==> src/rtl/gadl_pkg.sv <==
// gadl_pkg: shared constants and the tangent threshold table for the gradient angle lookup
// no dependencies
`timescale 1ns / 1ps
`default_nettype none
package gadl_pkg;

    localparam int GRAD_WIDTH_DEF = 16;
    localparam int RATIO_SHIFT    = 10;
    localparam int TAN_BINS       = 90;
    localparam int TAN_W          = 17;
    localparam int IDX_W          = 7;
    localparam int ANGLE_W        = 8;
    localparam logic [ANGLE_W-1:0] ANGLE_ZERO  = 8'd0;
    localparam logic [ANGLE_W-1:0] ANGLE_RIGHT = 8'd90;
    localparam logic [ANGLE_W-1:0] ANGLE_HALF  = 8'd180;

    function automatic logic [TAN_W-1:0] tan_edge(input logic [IDX_W-1:0] k);
        logic [TAN_W-1:0] t;
        case (k)
            7'd0: t = 17'd9;        7'd1: t = 17'd27;       7'd2: t = 17'd45;
            7'd3: t = 17'd63;       7'd4: t = 17'd81;       7'd5: t = 17'd99;
            7'd6: t = 17'd117;      7'd7: t = 17'd135;      7'd8: t = 17'd153;
            7'd9: t = 17'd171;      7'd10: t = 17'd190;     7'd11: t = 17'd208;
            7'd12: t = 17'd227;     7'd13: t = 17'd246;     7'd14: t = 17'd265;
            7'd15: t = 17'd284;     7'd16: t = 17'd303;     7'd17: t = 17'd323;
            7'd18: t = 17'd343;     7'd19: t = 17'd363;     7'd20: t = 17'd383;
            7'd21: t = 17'd403;     7'd22: t = 17'd424;     7'd23: t = 17'd445;
            7'd24: t = 17'd467;     7'd25: t = 17'd488;     7'd26: t = 17'd511;
            7'd27: t = 17'd533;     7'd28: t = 17'd556;     7'd29: t = 17'd579;
            7'd30: t = 17'd603;     7'd31: t = 17'd628;     7'd32: t = 17'd652;
            7'd33: t = 17'd678;     7'd34: t = 17'd704;     7'd35: t = 17'd730;
            7'd36: t = 17'd758;     7'd37: t = 17'd786;     7'd38: t = 17'd815;
            7'd39: t = 17'd844;     7'd40: t = 17'd875;     7'd41: t = 17'd906;
            7'd42: t = 17'd938;     7'd43: t = 17'd972;     7'd44: t = 17'd1006;
            7'd45: t = 17'd1042;    7'd46: t = 17'd1079;    7'd47: t = 17'd1117;
            7'd48: t = 17'd1157;    7'd49: t = 17'd1199;    7'd50: t = 17'd1242;
            7'd51: t = 17'd1287;    7'd52: t = 17'd1335;    7'd53: t = 17'd1384;
            7'd54: t = 17'd1436;    7'd55: t = 17'd1490;    7'd56: t = 17'd1547;
            7'd57: t = 17'd1607;    7'd58: t = 17'd1671;    7'd59: t = 17'd1738;
            7'd60: t = 17'd1810;    7'd61: t = 17'd1886;    7'd62: t = 17'd1967;
            7'd63: t = 17'd2054;    7'd64: t = 17'd2147;    7'd65: t = 17'd2247;
            7'd66: t = 17'd2355;    7'd67: t = 17'd2472;    7'd68: t = 17'd2600;
            7'd69: t = 17'd2739;    7'd70: t = 17'd2892;    7'd71: t = 17'd3060;
            7'd72: t = 17'd3248;    7'd73: t = 17'd3457;    7'd74: t = 17'd3692;
            7'd75: t = 17'd3960;    7'd76: t = 17'd4265;    7'd77: t = 17'd4619;
            7'd78: t = 17'd5033;    7'd79: t = 17'd5525;    7'd80: t = 17'd6119;
            7'd81: t = 17'd6852;    7'd82: t = 17'd7778;    7'd83: t = 17'd8988;
            7'd84: t = 17'd10635;   7'd85: t = 17'd13011;   7'd86: t = 17'd16742;
            7'd87: t = 17'd23453;   7'd88: t = 17'd39105;   7'd89: t = 17'd117339;
            default: t = '0;
        endcase
        return t;
    endfunction

endpackage
`default_nettype wire

==> src/rtl/gadl_search_stage.sv <==
// gadl_search_stage: one step of the pipelined binary search over the tangent table
// depends on gadl_pkg
`timescale 1ns / 1ps
`default_nettype none
module gadl_search_stage
    import gadl_pkg::*;
#(
    parameter int GRAD_WIDTH = GRAD_WIDTH_DEF,
    parameter int BIT_POS    = 6
) (
    input  wire logic                  clk,
    input  wire logic                  rst_n,
    input  wire logic                  en,
    input  wire logic                  valid_in,
    input  wire logic [GRAD_WIDTH-1:0] mag_y_in,
    input  wire logic [GRAD_WIDTH-1:0] mag_x_in,
    input  wire logic                  sign_diff_in,
    input  wire logic                  y_zero_in,
    input  wire logic [IDX_W-1:0]      idx_in,
    output logic                       valid_reg,
    output logic [GRAD_WIDTH-1:0]      mag_y_reg,
    output logic [GRAD_WIDTH-1:0]      mag_x_reg,
    output logic                       sign_diff_reg,
    output logic                       y_zero_reg,
    output logic [IDX_W-1:0]           idx_reg
);

    localparam int PROD_W = TAN_W + GRAD_WIDTH;
    localparam logic [IDX_W-1:0] STEP = IDX_W'(1 << BIT_POS);
    localparam logic [IDX_W-1:0] BINS = IDX_W'(TAN_BINS);

    logic [IDX_W-1:0]  cand;
    logic [TAN_W-1:0]  thr;
    logic [PROD_W-1:0] prod;
    logic [PROD_W-1:0] lhs;
    logic              pass;
    logic [IDX_W-1:0]  idx_next;

    // count >= cand  <=>  mag_y * 1024 >= T[cand-1] * mag_x
    assign cand     = idx_in | STEP;
    assign thr      = tan_edge(cand - 1'b1);
    assign prod     = PROD_W'(thr) * PROD_W'(mag_x_in);
    assign lhs      = PROD_W'({mag_y_in, {RATIO_SHIFT{1'b0}}});
    assign pass     = (cand <= BINS) && (lhs >= prod);
    assign idx_next = pass ? cand : idx_in;

    always_ff @(posedge clk or negedge rst_n)
    begin
        if (!rst_n)
        begin
            valid_reg <= 1'b0;
        end
        else if (en)
        begin
            valid_reg <= valid_in;
        end
    end

    always_ff @(posedge clk)
    begin
        if (en)
        begin
            mag_y_reg     <= mag_y_in;
            mag_x_reg     <= mag_x_in;
            sign_diff_reg <= sign_diff_in;
            y_zero_reg    <= y_zero_in;
            idx_reg       <= idx_next;
        end
    end

endmodule
`default_nettype wire
==> config.mk <==
export PLATFORM = sky130hd
export DESIGN_NAME = gadl_search_stage
export DESIGN_NICKNAME = d
export VERILOG_FILES = /design/src/rtl/gadl_pkg.sv /design/src/rtl/gadl_search_stage.sv
export SDC_FILE = /design/constraint.sdc
export NUM_CORES = 1
export LEC_CHECK = 0
export ABC_CLOCK_PERIOD_IN_PS = 1300
export BUFFER_PORTS_ARGS = -buffer_cell sky130_fd_sc_hd__buf_2
export CAP_MARGIN = 0
export CELL_PAD_IN_SITES_DETAIL_PLACEMENT = 2
export CELL_PAD_IN_SITES_GLOBAL_PLACEMENT = 2
export CORE_AREA = 2 2 147 207
export CTS_CLUSTER_DIAMETER = 80
export DETAILED_ROUTE_END_ITERATION = 16
export DIE_AREA = 0 0 149 209
export PLACE_DENSITY_LB_ADDON = 0.12
export SLEW_MARGIN = 20
export SYNTH_ARGS = -nofsm -noshare
export SYNTH_HDL_FRONTEND = slang
export SYNTH_SLANG_ARGS = --single-unit
==> constraint.sdc <==
create_clock -name clk -period 1.3 [get_ports clk]
set_clock_uncertainty 0.15 [all_clocks]
set_input_delay 0.26 -clock clk [delete_from_list [all_inputs] [get_ports clk]]
set_output_delay 0.26 -clock clk [all_outputs]
set_load 0.05 [all_outputs]
==> reports/metrics.cfg, run 1 <==
[synthesis]
yosys-top-cells-area=fa_1, ha_1, edfxtp_1
synth-seq-cells=42
ys_seq_area_share_pct=10.1
yosysUniqueCellTypes=89
yosysTopAreaCell=fa_1
synth_flop_cell=edfxtp_1
postSynthAreaPerCell_um2=8.94
synth_area_mm2=0.0125
synth_edf_count=41
synth-async-reset-ratio_pct=2.38
synth_cells=1395
ys_warn_count=0
synth_nets=1782
synth_top_area_share_pct=33.4

[cts]
clock-sinks=42
postCtsSetupRepairBufs=9
clk_path_buf_depth=2
post_cts_resized=146
cts_root_buf=clkbuf_16
cts_buffers=5
cts.hold.buffers_added=10
h-tree-depth=2

[floorplan]
io_pins=87
initial_utilization_pct=42.3
fp-row-count=75
die_w_um=149
die_height_um=209

[run_status]
error=[ERROR DPL-0033] detailed placement checks failed during check placement.
lastStage=4_1_cts
status=stopped before the end

[placed_design]
port_buffers=86
dp_worst_setup_slack_ns=-8.94
gp_congestion=0.914
hpwl_um=50300

==> cell usage after synthesis (all sizes together) (3+ instances only) <==
library cell / number
o31a: 4
or3: 6
a31oi: 10
fa: 208
nand2b: 15
a211oi: 6
nor3: 14
or2: 3
a22oi: 3
o2111ai: 3
mux2i: 6
clkbuf: 29
buf: 39
o311ai: 6
a31o: 3
xor2: 10
o31ai: 5
nor2b: 27
o21ai: 47
a2111oi: 4
nand4: 7
nand3: 7
nand2: 180
a311oi: 4
o22ai: 6
a32oi: 3
and2: 116
nor4: 5
nor2: 46
edfxtp: 41
o211ai: 6
o21a: 6
inv: 254
o221ai: 3
nor3b: 3
a21oi: 59
a21o: 18
and3: 3
ha: 134
xnor2: 22
==> kinds of logic after synthesis <==
family | after synthesis | synth area share, %
AOI/OAI and AO/OA | 212 | 11.7
xor gates and xnor gates | 32 | 2.37
adders and majority gates | 342 | 46.8
buffers and inverters | 323 | 10.5
DFF | 42 | 10.1
muxes | 7 | 0.572
and+or+nand+nor | 437 | 17.9
==> stage by stage <==
step                instances  area, um^2
floorplan                1395       12600
global placement         2101       15600
detailed placement       2101       15600
==> run 2: changes to the inputs <==
Settings changed: CELL_PAD_IN_SITES_DETAIL_PLACEMENT 2 to default, CELL_PAD_IN_SITES_GLOBAL_PLACEMENT 2 to default, CORE_AREA 2 2 147 207 to 2 2 180 182, CTS_CLUSTER_DIAMETER 80 to default, DIE_AREA 0 0 149 209 to 0 0 182 184, PLACE_DENSITY_LB_ADDON 0.12 to 0.15.
==> run 2 against run 1 <==
The flow now finishes, with violations (negative setup slack). Synthesized area is the same. Synthesized cell count is the same.
==> reports/metrics.cfg, run 2 <==
[cts]
cts.clk_slew.worst_paths_ns=0.08
clk_path_buf_depth=2  ; unchanged
clock-sinks=42  ; unchanged
h-tree-depth=2  ; unchanged
cts_tree=yes
cts_buffers=5  ; unchanged
cts_root_buf=clkbuf_16
clock_latency_ns=0.30

[synthesis]
ys_warn_count=0  ; unchanged
synth_flop_cell=edfxtp_1
postSynthAreaPerCell_um2=8.94  ; unchanged
synth-compound-area-share_pct=11.7  ; unchanged
yosysTopAreaCell=fa_1
yosysMostFrequentCell=inv_1
synthXorXnorAreaFrac_pct=2.37  ; unchanged
synth_common_cells=inv_1, fa_1, nand2_1
ys_seq_area_share_pct=10.1  ; unchanged
yosys-top-cells-area=fa_1, ha_1, edfxtp_1
synth_cells=1395  ; unchanged
yosysUniqueCellTypes=89  ; unchanged
yosys.area_share.simple_pct=17.9  ; unchanged
synth_area_mm2=0.0125  ; unchanged
synth_top_area_share_pct=33.4  ; unchanged
synthAdderAreaFrac_pct=46.8  ; unchanged
synth_mux_area_share_pct=0.572  ; unchanged
synth_edf_count=41  ; unchanged
synth_nets=1782  ; unchanged
synth-async-reset-ratio_pct=2.38  ; unchanged
synth_top_family_by_area=adder cells
synth-seq-cells=42  ; unchanged

[drt]
post_drt_via_cell_ratio=5.03
wire_per_inst_um=16.9
num_vias=10700
wirelength_um=36000
drt_first_iter_violations=519
drc=0
dr.pass1.iters=5
antenna_left=0

[global_route]
grt.total_usage_pct=22.5
antenna_found_initial=0
grt_max_degree=20
grt_pass1_vias=11400
grt_first_pass_wirelength_um=59500
overflow=0

[layout]
insertedDiodeCount=0
mostFrequentLayoutCells=buf_4, inv_1, fa_1
final_common_cell=buf_4
area_growth_pct=31.0
layout.nets=2111
drive_gt1_share_pct=28.2
fin_util_pct=52.0
finalInstanceArea_mm2=0.0163

[timing]
fmax_ghz=0.112
maxSlewViolCount=0
slew_headroom_pct=62.8
hold_slack_ns=0.0110
layout_worst_path_cycle_share_pct=689
finalHoldViolations=0
rsz0062_at_grt=yes
max_slew.worst_pin.slew_ns=0.553
setup_ws_ns=-7.66
fin_crit_ns=8.96
setup_viol=3

[setup_path]
critPathMaxFanout=8
slowest_stage=fa_1
critPathLaunchType=input port
arrival_ns=8.88
crit_path_end_kind=register
criticalPathCategory=input port to register
cp.required_ns=1.22
cp_slowest_stage_delay_ns=0.56
cpMostUsedCell=fa_1

[pwr]
pwr-share-clk_pct=5.3
p_int_w=0.0139
power.density_mw_per_mm2=1650
pwr-share-seq_pct=6.2
p_total_w=0.0270
p_comb_share_pct=88.5
power_switching_w=0.0131
peakVddDrop_mv=1.57
switching_share_pct=48.4
p_leak_nw=8.02

[floorplan]
initial_utilization_pct=39.7  ; -2.6 points
io_pins=87  ; unchanged
die_w_um=182  ; +22%
fp-row-count=65  ; -13%
dieArea_mm2=0.0335
core_mm2=0.0314
die_height_um=184  ; -12%

[placed_design]
port_buffers=86  ; unchanged
gp_congestion=0.909  ; -0.63%
hpwl_um=30800  ; -39%
dp_worst_setup_slack_ns=-8.31  ; +0.631 ns
dpl-instance-area_mm2=0.0154  ; -1.3%

[run_status]
status=finished with violations
violations=negative setup slack

[flow_run]
drv_cap=0

[worst_hold_path]
min_path_type=input port to register

-- run 2: cell counts after synthesis --
No cell type changed its count.
-- run 2: area by class of cell --
| type | count | area [um^2] |
|---|---|---|
| well taps | 402 | 503 |
| repair buffers | 390 | 3160 |
| inverters | 255 | 968 |
| clock buffers | 5 | 125 |
| fillers | 3062 | 15100 |
| flip-flops and latches | 42 | 1260 |
| multi-input cells | 1030 | 10300 |
| clock inverters | 3 | 28.8 |
-- run 2: timing repair --
| item | CTS | global route |
|---|---|---|
| hold endpoints to repair | 4 | 1 |
| endpoints found under the setup margin | 35 | 42 |
| buffers inserted | 7 | 11 |
| gates cloned | 1 | 0 |
| pin swaps | 16 | 41 |
| hold buffers | 4 | 1 |
| resized for setup | 88 | 71 |
-- run 2: critical path, delay by kind of cell --
family          cells  cell delay (ns)
compound gates     14             2.06
xor+xnor            2             0.38
buf+inv            10             1.20
fa+ha+maj           9             3.72
simple gates        5             1.22
-- run 2: final timing paths --
| check | slack, ns | startpoint | cells after the start | to |
|---|---|---|---|---|
| worst max-delay path | -7.66 | idx_in[0] | 40 | idx_reg[6] |
| max in group asynchronous | 0.78 | rst_n | 2 | valid_reg |
| worst min register to register | 0.40 | valid_reg | 1 | valid_reg |
| worst max register to register | 0.38 | valid_reg | 1 | valid_reg |
| worst min-delay path | 0.01 | mag_y_in[2] | 1 | mag_y_reg[2] |
| min in group asynchronous | 0.14 | rst_n | 2 | valid_reg |
-- run 2: per-stage QoR --
step                      setup TNS, ns  instances
after global routing              -8.42       2127
final                             -7.72       2127
after global placement            -8.20       2095
after CTS                         -7.75       2115
after detailed placement          -8.31       2095
after floorplan                   -7.58       1395
-- run 2: kinds of logic (layout without fill, tap and decap cells) --
group,after synthesis,in the layout
simple gates,437,437
fa+ha+maj,342,342
buf+inv,323,653
compound gates,212,212
flops,42,42
xor+xnor,32,32
mux,7,7
-- run 2: routing by layer --
metal	wire length, um	global-route usage [%]	vias to the layer above
li1	-	-	5105
met1	16300	30.7	5333
met2	17700	39.2	221
met3	1430	2.83	34
met4	527	3.45	0
met5	0	0	-
-- run 2: power by group through the flow --
stage | Sequential [W] | Clock (W) | Combinational, W
2_1_floorplan | 0.00207 | 0 | 0.0129
4_1_cts | 0.00165 | 0.00148 | 0.0227
5_1_grt | 0.00168 | 0.00152 | 0.0268
6_report | 0.00167 | 0.00143 | 0.0239
3_5_place_dp | 0.00167 | 0 | 0.0215
3_3_place_gp | 0.00167 | 0 | 0.0214
Note: power is estimated with default switching activity, not from simulation.
