===== src/rtl/gadl_pkg.sv =====
// gadl_pkg: shared constants and the tangent threshold table for the gradient angle lookup
// no dependencies
`timescale 1ns / 1ps
`default_nettype none
package gadl_pkg;

    localparam int GRAD_WIDTH_DEF = 16;
    localparam int RATIO_SHIFT    = 10;
    localparam int TAN_BINS       = 90;
    localparam int TAN_W          = 17;
    localparam int IDX_W          = 7;
    localparam int ANGLE_W        = 8;
    localparam logic [ANGLE_W-1:0] ANGLE_ZERO  = 8'd0;
    localparam logic [ANGLE_W-1:0] ANGLE_RIGHT = 8'd90;
    localparam logic [ANGLE_W-1:0] ANGLE_HALF  = 8'd180;

    function automatic logic [TAN_W-1:0] tan_edge(input logic [IDX_W-1:0] k);
        logic [TAN_W-1:0] t;
        case (k)
            7'd0: t = 17'd9;        7'd1: t = 17'd27;       7'd2: t = 17'd45;
            7'd3: t = 17'd63;       7'd4: t = 17'd81;       7'd5: t = 17'd99;
            7'd6: t = 17'd117;      7'd7: t = 17'd135;      7'd8: t = 17'd153;
            7'd9: t = 17'd171;      7'd10: t = 17'd190;     7'd11: t = 17'd208;
            7'd12: t = 17'd227;     7'd13: t = 17'd246;     7'd14: t = 17'd265;
            7'd15: t = 17'd284;     7'd16: t = 17'd303;     7'd17: t = 17'd323;
            7'd18: t = 17'd343;     7'd19: t = 17'd363;     7'd20: t = 17'd383;
            7'd21: t = 17'd403;     7'd22: t = 17'd424;     7'd23: t = 17'd445;
            7'd24: t = 17'd467;     7'd25: t = 17'd488;     7'd26: t = 17'd511;
            7'd27: t = 17'd533;     7'd28: t = 17'd556;     7'd29: t = 17'd579;
            7'd30: t = 17'd603;     7'd31: t = 17'd628;     7'd32: t = 17'd652;
            7'd33: t = 17'd678;     7'd34: t = 17'd704;     7'd35: t = 17'd730;
            7'd36: t = 17'd758;     7'd37: t = 17'd786;     7'd38: t = 17'd815;
            7'd39: t = 17'd844;     7'd40: t = 17'd875;     7'd41: t = 17'd906;
            7'd42: t = 17'd938;     7'd43: t = 17'd972;     7'd44: t = 17'd1006;
            7'd45: t = 17'd1042;    7'd46: t = 17'd1079;    7'd47: t = 17'd1117;
            7'd48: t = 17'd1157;    7'd49: t = 17'd1199;    7'd50: t = 17'd1242;
            7'd51: t = 17'd1287;    7'd52: t = 17'd1335;    7'd53: t = 17'd1384;
            7'd54: t = 17'd1436;    7'd55: t = 17'd1490;    7'd56: t = 17'd1547;
            7'd57: t = 17'd1607;    7'd58: t = 17'd1671;    7'd59: t = 17'd1738;
            7'd60: t = 17'd1810;    7'd61: t = 17'd1886;    7'd62: t = 17'd1967;
            7'd63: t = 17'd2054;    7'd64: t = 17'd2147;    7'd65: t = 17'd2247;
            7'd66: t = 17'd2355;    7'd67: t = 17'd2472;    7'd68: t = 17'd2600;
            7'd69: t = 17'd2739;    7'd70: t = 17'd2892;    7'd71: t = 17'd3060;
            7'd72: t = 17'd3248;    7'd73: t = 17'd3457;    7'd74: t = 17'd3692;
            7'd75: t = 17'd3960;    7'd76: t = 17'd4265;    7'd77: t = 17'd4619;
            7'd78: t = 17'd5033;    7'd79: t = 17'd5525;    7'd80: t = 17'd6119;
            7'd81: t = 17'd6852;    7'd82: t = 17'd7778;    7'd83: t = 17'd8988;
            7'd84: t = 17'd10635;   7'd85: t = 17'd13011;   7'd86: t = 17'd16742;
            7'd87: t = 17'd23453;   7'd88: t = 17'd39105;   7'd89: t = 17'd117339;
            default: t = '0;
        endcase
        return t;
    endfunction

endpackage
`default_nettype wire


===== src/rtl/gadl_front.sv =====
// gadl_front: first pipeline stage, magnitudes, sign relation and zero flag
// depends on gadl_pkg
`timescale 1ns / 1ps
`default_nettype none
module gadl_front
    import gadl_pkg::*;
#(
    parameter int GRAD_WIDTH = GRAD_WIDTH_DEF
) (
    input  wire logic                  clk,
    input  wire logic                  rst_n,
    input  wire logic                  en,
    input  wire logic                  valid_in,
    input  wire logic [GRAD_WIDTH-1:0] grad_y,
    input  wire logic [GRAD_WIDTH-1:0] grad_x,
    output logic                       valid_reg,
    output logic [GRAD_WIDTH-1:0]      mag_y_reg,
    output logic [GRAD_WIDTH-1:0]      mag_x_reg,
    output logic                       sign_diff_reg,
    output logic                       y_zero_reg
);

    logic [GRAD_WIDTH-1:0] mag_y_next;
    logic [GRAD_WIDTH-1:0] mag_x_next;

    assign mag_y_next = grad_y[GRAD_WIDTH-1] ? (~grad_y + 1'b1) : grad_y;
    assign mag_x_next = grad_x[GRAD_WIDTH-1] ? (~grad_x + 1'b1) : grad_x;

    always_ff @(posedge clk or negedge rst_n)
    begin
        if (!rst_n)
        begin
            valid_reg <= 1'b0;
        end
        else if (en)
        begin
            valid_reg <= valid_in;
        end
    end

    always_ff @(posedge clk)
    begin
        if (en)
        begin
            mag_y_reg     <= mag_y_next;
            mag_x_reg     <= mag_x_next;
            sign_diff_reg <= grad_y[GRAD_WIDTH-1] ^ grad_x[GRAD_WIDTH-1];
            y_zero_reg    <= (grad_y == '0);
        end
    end

endmodule
`default_nettype wire


===== config.mk =====
export PLATFORM = sky130hd
export DESIGN_NAME = gadl_front
export DESIGN_NICKNAME = d
export VERILOG_FILES = /design/src/rtl/gadl_pkg.sv /design/src/rtl/gadl_front.sv
export SDC_FILE = /design/constraint.sdc
export NUM_CORES = 1
export LEC_CHECK = 0
export ABC_AREA = 1
export BUFFER_PORTS_ARGS = -buffer_cell sky130_fd_sc_hd__buf_2
export CAP_MARGIN = 20
export CELL_PAD_IN_SITES_DETAIL_PLACEMENT = 0
export CELL_PAD_IN_SITES_GLOBAL_PLACEMENT = 1
export CORE_ASPECT_RATIO = 0.7
export CORE_MARGIN = 2
export CORE_UTILIZATION = 39
export DETAILED_ROUTE_END_ITERATION = 10
export MAX_ROUTING_LAYER = met4
export PLACE_DENSITY_LB_ADDON = 0.1
export REMOVE_ABC_BUFFERS = 1
export SLEW_MARGIN = 30
export SYNTH_ARGS = -nofsm -noshare
export SYNTH_HDL_FRONTEND = slang
export SYNTH_SLANG_ARGS = --single-unit

===== constraint.sdc =====
create_clock -name clk -period 1.5 [get_ports clk]
set_clock_uncertainty 0.1 [all_clocks]
set_input_delay 0.3 -clock clk [delete_from_list [all_inputs] [get_ports clk]]
set_output_delay 0.3 -clock clk [all_outputs]
set_load 0.01 [all_outputs]

==> results of run 1 <==
-- metrics by stage --
stage | setup slack [ps] | instances | util, % | hold WS, ps
finish | 225.0 | 373 | 53.58 | 109.8
global route | 128.3 | 373 | 53.58 | 104.3
CTS | 249.2 | 373 | 53.58 | 95.22
detailed placement | -69.26 | 365 | 51.24 | -24.13
global placement | -29.82 | 365 | 51.24 | -24.03
floorplan | 122.7 | 217 | - | -95.59
-- power breakdown --
| part | leakage, nW | internal (mW) | switching (mW) |
|---|---|---|---|
| logic | 0.851 | 0.184 | 0.254 |
| registers | 0.343 | 1.18 | 0.0223 |
| clock network | 0.0513 | 0.487 | 0.312 |
-- worst max-delay path by stage --
stage / from / to / slack, ps / depth (start not counted)
after global routing: grad_y[0] / mag_y_reg[7]$_DFFE_PP_ / 130 / 6
after floorplan: grad_y[1] / mag_y_reg[14]$_DFFE_PP_ / 120 / 9
final: grad_y[0] / mag_y_reg[14]$_DFFE_PP_ / 230 / 10
after CTS: grad_y[0] / mag_y_reg[14]$_DFFE_PP_ / 250 / 10
after detailed placement: grad_y[0] / mag_y_reg[4]$_DFFE_PP_ / -70 / 7
after global placement: grad_y[0] / mag_y_reg[14]$_DFFE_PP_ / -30 / 10
-- cells by family after synthesis --
logic type               count (synthesis)
multiplexers                             1
AO/OA/AOI/OAI                           11
XOR/XNOR                                12
AND/OR/NAND/NOR                        124
buffers and inverters                   36
adder cells (fa/ha/maj)                  2
flip-flops                              35
-- cell type report --
class | instances | area share [%]
Sequential cell | 35 | 40.60
Timing Repair Buffer | 80 | 17.58
Multi-Input combinational cell | 150 | 29.82
Tap cell | 69 | 3.351
Clock inverter | 1 | 1.166
Inverter | 32 | 4.662
Clock buffer | 6 | 2.817
-- per-layer routing --
layer	global-route usage, %	wire (microns)	vias up
met5	-	0	-
met4	5.114	43	0
met3	5.111	382	5
met2	20.80	1628	68
met1	26.00	2165	706
li1	-	-	874
-- placed cells by master (no fill, tap or decap) --
master,count
nand2_4,1
nand3_1,23
buf_12,2
a21oi_1,2
nor2_4,3
buf_2,70
edfxtp_1,34
o211ai_1,1
buf_4,7
nor3_1,1
o21ai_1,1
o21ai_0,5
ha_1,2
nand2_1,64
clkbuf_1,1
bufinv_16,1
inv_1,31
mux2_2,1
nand2_2,3
inv_2,1
xor2_1,8
nor2_1,20
o21ai_2,2
nand4_1,1
clkbuf_8,5
nand3_2,1
nand3b_1,2
xnor2_1,4
nor2_2,5
dlygate4sd3_1,1
dfrtp_1,1
-- what timing repair did --
action,in CTS,in global routing
endpoints found under the hold margin,1,0
setup buffers,0,0
hold buffers,1,0
==> flow_metrics.tcl, run 1 <==
set metrics [dict create \
    die_w_microns 88.72 \
    clock_sinks 35 \
    wl_microns 4220 \
    grt_setup_unrepaired "no" \
    detailed_place_hpwl_microns 3380 \
    status "complete, no violations" \
    ir_worst_vdd_mv 0.5479 \
    cp.arrival_ps 1220 \
    period_minus_slack_ps 1275 \
    cp_cell_sequence "buf_2 -> inv_1 -> ha_1 -> nand2_1 -> nor2_4 -> nand2_2 -> nand2_2 -> nand2_1 -> nand2_1 -> nand2_1" \
    fmax_mhz 784.3 \
    worstPathMaxFanout 3 \
    fp.coreArea_sq_um 4808 \
    yosysMostFrequentCell "nand2_1" \
    clock_path_buffers 2 \
    synth_mux_area_share_pct 0.5747 \
    drc 0 \
    crit_path_top_delay_cell "ha_1" \
    synth_top_family_by_area "simple AND/OR/NAND/NOR gates" \
    ys_ff_latch 35 \
    track_usage_pct 16.86 \
    synthAdderAreaFrac_pct 1.277 \
    rows 21 \
    power_leakage_nw 1.245 \
    drive_above_1_share_pct 33.55 \
    clk_latency_ps 280 \
    synth_compound_area_share_pct 3.321 \
    gr-total-overflow 0 \
    critPathTopFamily "simple AND/OR/NAND/NOR gates" \
    grt_pass1_vias 1513 \
    worstRegToRegCells 1 \
    viasPerCell 4.432 \
    tritoncts "done" \
    yosysUniqueCellTypes 26 \
    reg2reg_from "valid_reg$_DFFE_PN0P_" \
    yosys-top-cells-area "edfxtp_1, nand2_1, inv_1" \
    antenna_found_initial 0 \
    gp_congestion 0.8178 \
    critical_path_class "input port to register" \
    die-area_sq_um 5616 \
    synthTopCellsByCount "nand2_1, edfxtp_1, inv_1" \
    fin_crit_sh_pct 85.00 \
    ys_seq_area_share_pct 53.38 \
    post_drt_wl_per_cell_microns 11.31 \
    yosys.area_share.simple_pct 28.67 \
    htree_levels 2 \
    holdPathStages 1 \
    die_h_microns 63.31 \
    io_pins 71 \
    power_mw 2.442 \
    setup_viol 0 \
    slew_violations 0 \
    fin_nets 342 \
    worstSetupEndpointType "register" \
    grt_pass1_wl_microns 7010 \
    synth_cells 221 \
    slew-limit-headroom_pct 83.43 \
    cts.reportedPaths.clkPinSlew_ps 70 \
    first_pass_iters 4 \
    start_util_pct 40.75 \
    hold_viol 0 \
    yosysTopAreaCell "edfxtp_1" \
    start_kind "input port" \
    avgSynthCellArea_sq_um 8.866 \
    async_flop_share_pct 2.857 \
    ys_warn_count 0 \
    synth_edf_count 34 \
    port_buffers 70 \
    syn2layout_area_growth_pct 31.48 \
    synth_xor_area_share_pct 5.364 \
    max_stage_delay_ps 170 \
    antenna_left 0 \
    fin_tns_setup_ps 0 \
    maxCapViolations 0 \
    hold_start "grad_y[0]" \
    cts-root-buf "clkbuf_8" \
    num_vias 1653 \
    drt_iter0_drc 62 \
    multi_input_area_sq_um 768.2 \
    seq_area_sq_um 1046 \
    dpl_cell_area_sq_um 2464 \
    r2r_end "valid_reg$_DFFE_PN0P_" \
    yosysTopAreaCellShare_pct 52.11 \
    hp-class "input port to register" \
    postCtsResizedCells 0 \
    crit_path_frequent_cell "nand2_1" \
    worst_pin_slew_ps 245.9 \
    fillers 462 \
    cellPowerDensity_nw_per_um2 947.7 \
    antenna_cells 0 \
    hold_end "mag_y_reg[0]$_DFFE_PP_" \
    ys.flop_type "edfxtp_1" \
    required_ps 1440 \
    crit_buf_inv 2 \
    numCtsBuffers 5 \
    grt_max_degree 18 \
    rrSetupSlack_ps 660 \
    synthesis.area_sq_um 1959 \
    fin_area_sq_um 2576 \
]
(Power assumes the default switching activity.)
==> inputs of run 2 (changes only) <==
ABC_AREA = 0   (was 1)
CORE_UTILIZATION = 38   (was 39)
clock period = 1.2 ns   (was 1.5 ns; I/O delays follow)
==> run 2 against run 1 <==
The run now ends with negative setup slack left. Final area grew 25%. Global-route usage is 4.1 points higher. Worst hold slack worse by 59 ps. Via count shrank 2.2%. Power up 36%. Synthesized cell count shrank 38%. Critical path depth shrank 6. Area after synthesis down 6.6%. Highest routed layer unchanged.
==> flow_metrics.tcl, run 2 <==
set metrics [dict create \
    rows 21 \
    post_drt_wl_per_cell_microns 16.87 \
    antenna_left 0 \
    slew-limit-headroom_pct 56.65 \
    cp.arrival_ps 1380 \
    drt_iter0_drc 43 \
    fin_cells 314 \
    yosysTopAreaCellShare_pct 55.81 \
    r2r_end "valid_reg$_DFFE_PN0P_" \
    worstPathMaxFanout 5 \
    setup_viol 23 \
    crit_buf_inv 1 \
    seq_area_sq_um 1046 \
    fin_util_pct 68.40 \
    wl_microns 5296 \
    ys.flop_type "edfxtp_1" \
    syn2layout_area_growth_pct 75.86 \
    synthesis.area_sq_um 1829 \
    io_pins 71 \
    yosysTopAreaCell "edfxtp_1" \
    max_stage_delay_ps 640 \
    violations "negative setup slack" \
    met3_usage_pct 6.341 \
    clock_sinks 35 \
    die-area_sq_um 5394 \
    hold_viol 0 \
    yosysUniqueCellTypes 31 \
    die_h_microns 62.05 \
    multi_input_area_sq_um 1084 \
    synth_cells 137 \
    critical_path_class "input port to register" \
    critPathLaunch "grad_y[2]" \
    die_w_microns 86.93 \
    yosys-top-cells-area "edfxtp_1, xnor2_1, o41ai_2" \
    clock_path_buffers 2 \
    htree_levels 2 \
    use_met1_pct 28.83 \
    worstRegToRegCells 1 \
    cp-endpoint "mag_y_reg[8]$_DFFE_PP_" \
    synthTopCellsByCount "edfxtp_1, xnor2_1, xor2_1" \
    power_leakage_nw 1.348 \
    cts-root-buf "clkbuf_8" \
    cp_cell_sequence "buf_8 -> or4_4 -> o41ai_4 -> xnor2_1" \
    status "complete, but fails checks" \
    ys_warn_count 0 \
    yosysMostFrequentCell "edfxtp_1" \
    start_util_pct 38.89 \
    track_usage_pct 20.98 \
    ys_ff_latch 35 \
    fillers 344 \
    fin_crit_sh_pct 119.1 \
    avgSynthCellArea_sq_um 13.35 \
    required_ps 1150 \
    tritoncts "done" \
    crit_path_top_delay_cell "or4_4" \
    port_buffers 70 \
    ir_worst_vdd_mv 0.5723 \
    most-common-layout-cells "buf_2, edfxtp_1, buf_4" \
    critPathTopFamily "simple AND/OR/NAND/NOR gates" \
    numCtsBuffers 5 \
    placed_cells 293 \
    detailed_place_hpwl_microns 3463 \
    worstSetupEndpointType "register" \
    crit_cells 4 \
    rrSetupSlack_ps 360 \
    async_flop_share_pct 2.857 \
    period_minus_slack_ps 1429 \
    maxCapViolations 0 \
    grtUsageMet2_pct 30.64 \
    clk_latency_ps 300 \
    first_pass_iters 4 \
    grt_pass1_wl_microns 8031 \
    reg2reg_from "valid_reg$_DFFE_PN0P_" \
    antenna_cells 0 \
    layout_commonest_cell "buf_2" \
    ys_seq_area_share_pct 57.18 \
    cellPowerDensity_nw_per_um2 1034 \
    setup_ws_ps -228.8 \
    viasPerCell 5.150 \
    top_usage_layer "met2" \
    drc 0 \
    synth_edf_count 34 \
    hp-class "input port to register" \
    hold_start "grad_x[0]" \
    antenna_found_initial 0 \
    gp_congestion 0.7719 \
    fin_nets 294 \
    drive_above_1_share_pct 66.54 \
    fp.coreArea_sq_um 4703 \
    grt_pass1_vias 1585 \
    grt_max_degree 18 \
    worst_pin_slew_ps 650.3 \
    fmax_mhz 699.9 \
    gr-total-overflow 0 \
    num_vias 1617 \
    cts.reportedPaths.clkPinSlew_ps 80 \
    start_kind "input port" \
    grt_setup_unrepaired "yes" \
    slew_violations 0 \
]
## run 2: per-stage QoR
stage               hold slack (ps)  power [mW]  cell area (sq um)  worst slack (ps)  TNS, ps
finish                        51.15       3.326               3217            -228.8    -2536
CTS                           43.68       3.292               3085            -208.6    -2026
detailed placement           -79.21       2.165               2511            -664.3   -13150
floorplan                    -155.6       1.787               1794            -434.1    -7256
global placement             -85.38       2.145               2511            -612.1   -12430
global route                  47.49       3.468               3217            -256.2    -2974
## run 2: area by class of cell
type | count | area share [%]
multi-input combinational | 90 | 33.68
sequential | 35 | 32.52
timing repair buffer | 118 | 27.46
clock buffer | 7 | 2.995
tap | 57 | 2.217
inverter | 6 | 0.8946
clock inverter | 1 | 0.2334
## run 2: where the power goes
part	switching (mW)	internal, mW	total, mW
Sequential	0.0339	1.49	1.52
Clock	0.457	0.522	0.980
Combinational	0.413	0.412	0.825
## run 2: logic make-up (layout without fill, tap and decap cells)
group,after synthesis,count (layout),share of synthesized area (%)
multiplexers,1,1,0.6156
AND/OR/NAND/NOR,33,34,10.53
AO/OA/AOI/OAI,26,26,14.23
adder cells (fa/ha/maj),2,2,1.368
XOR/XNOR,27,27,12.93
flip-flops,35,35,57.18
buffers and inverters,13,132,3.146
## run 2: layer usage
metal,share of wire [%],vias up
met1,48,777
li1,-,772
met5,0,-
met2,45,63
met3,6.1,5
met4,0.81,0
## run 2: worst min-delay path by stage
stage,to,cells after the start
2_1_floorplan,valid_reg$_DFFE_PN0P_,0
3_3_place_gp,valid_reg$_DFFE_PN0P_,1
3_5_place_dp,valid_reg$_DFFE_PN0P_,1
4_1_cts,mag_x_reg[0]$_DFFE_PP_,1
5_1_grt,mag_x_reg[0]$_DFFE_PP_,1
6_report,mag_x_reg[0]$_DFFE_PP_,1
## run 2: repair_timing
action | 4_1_cts | 5_1_grt
gates resized for setup | 72 | 22
endpoints found under the setup margin | 26 | 29
gates cloned | 1 | 0
endpoints found under the hold margin | 1 | 0
hold buffers | 1 | 0
pin swaps | 25 | 14
setup buffers | 7 | 6
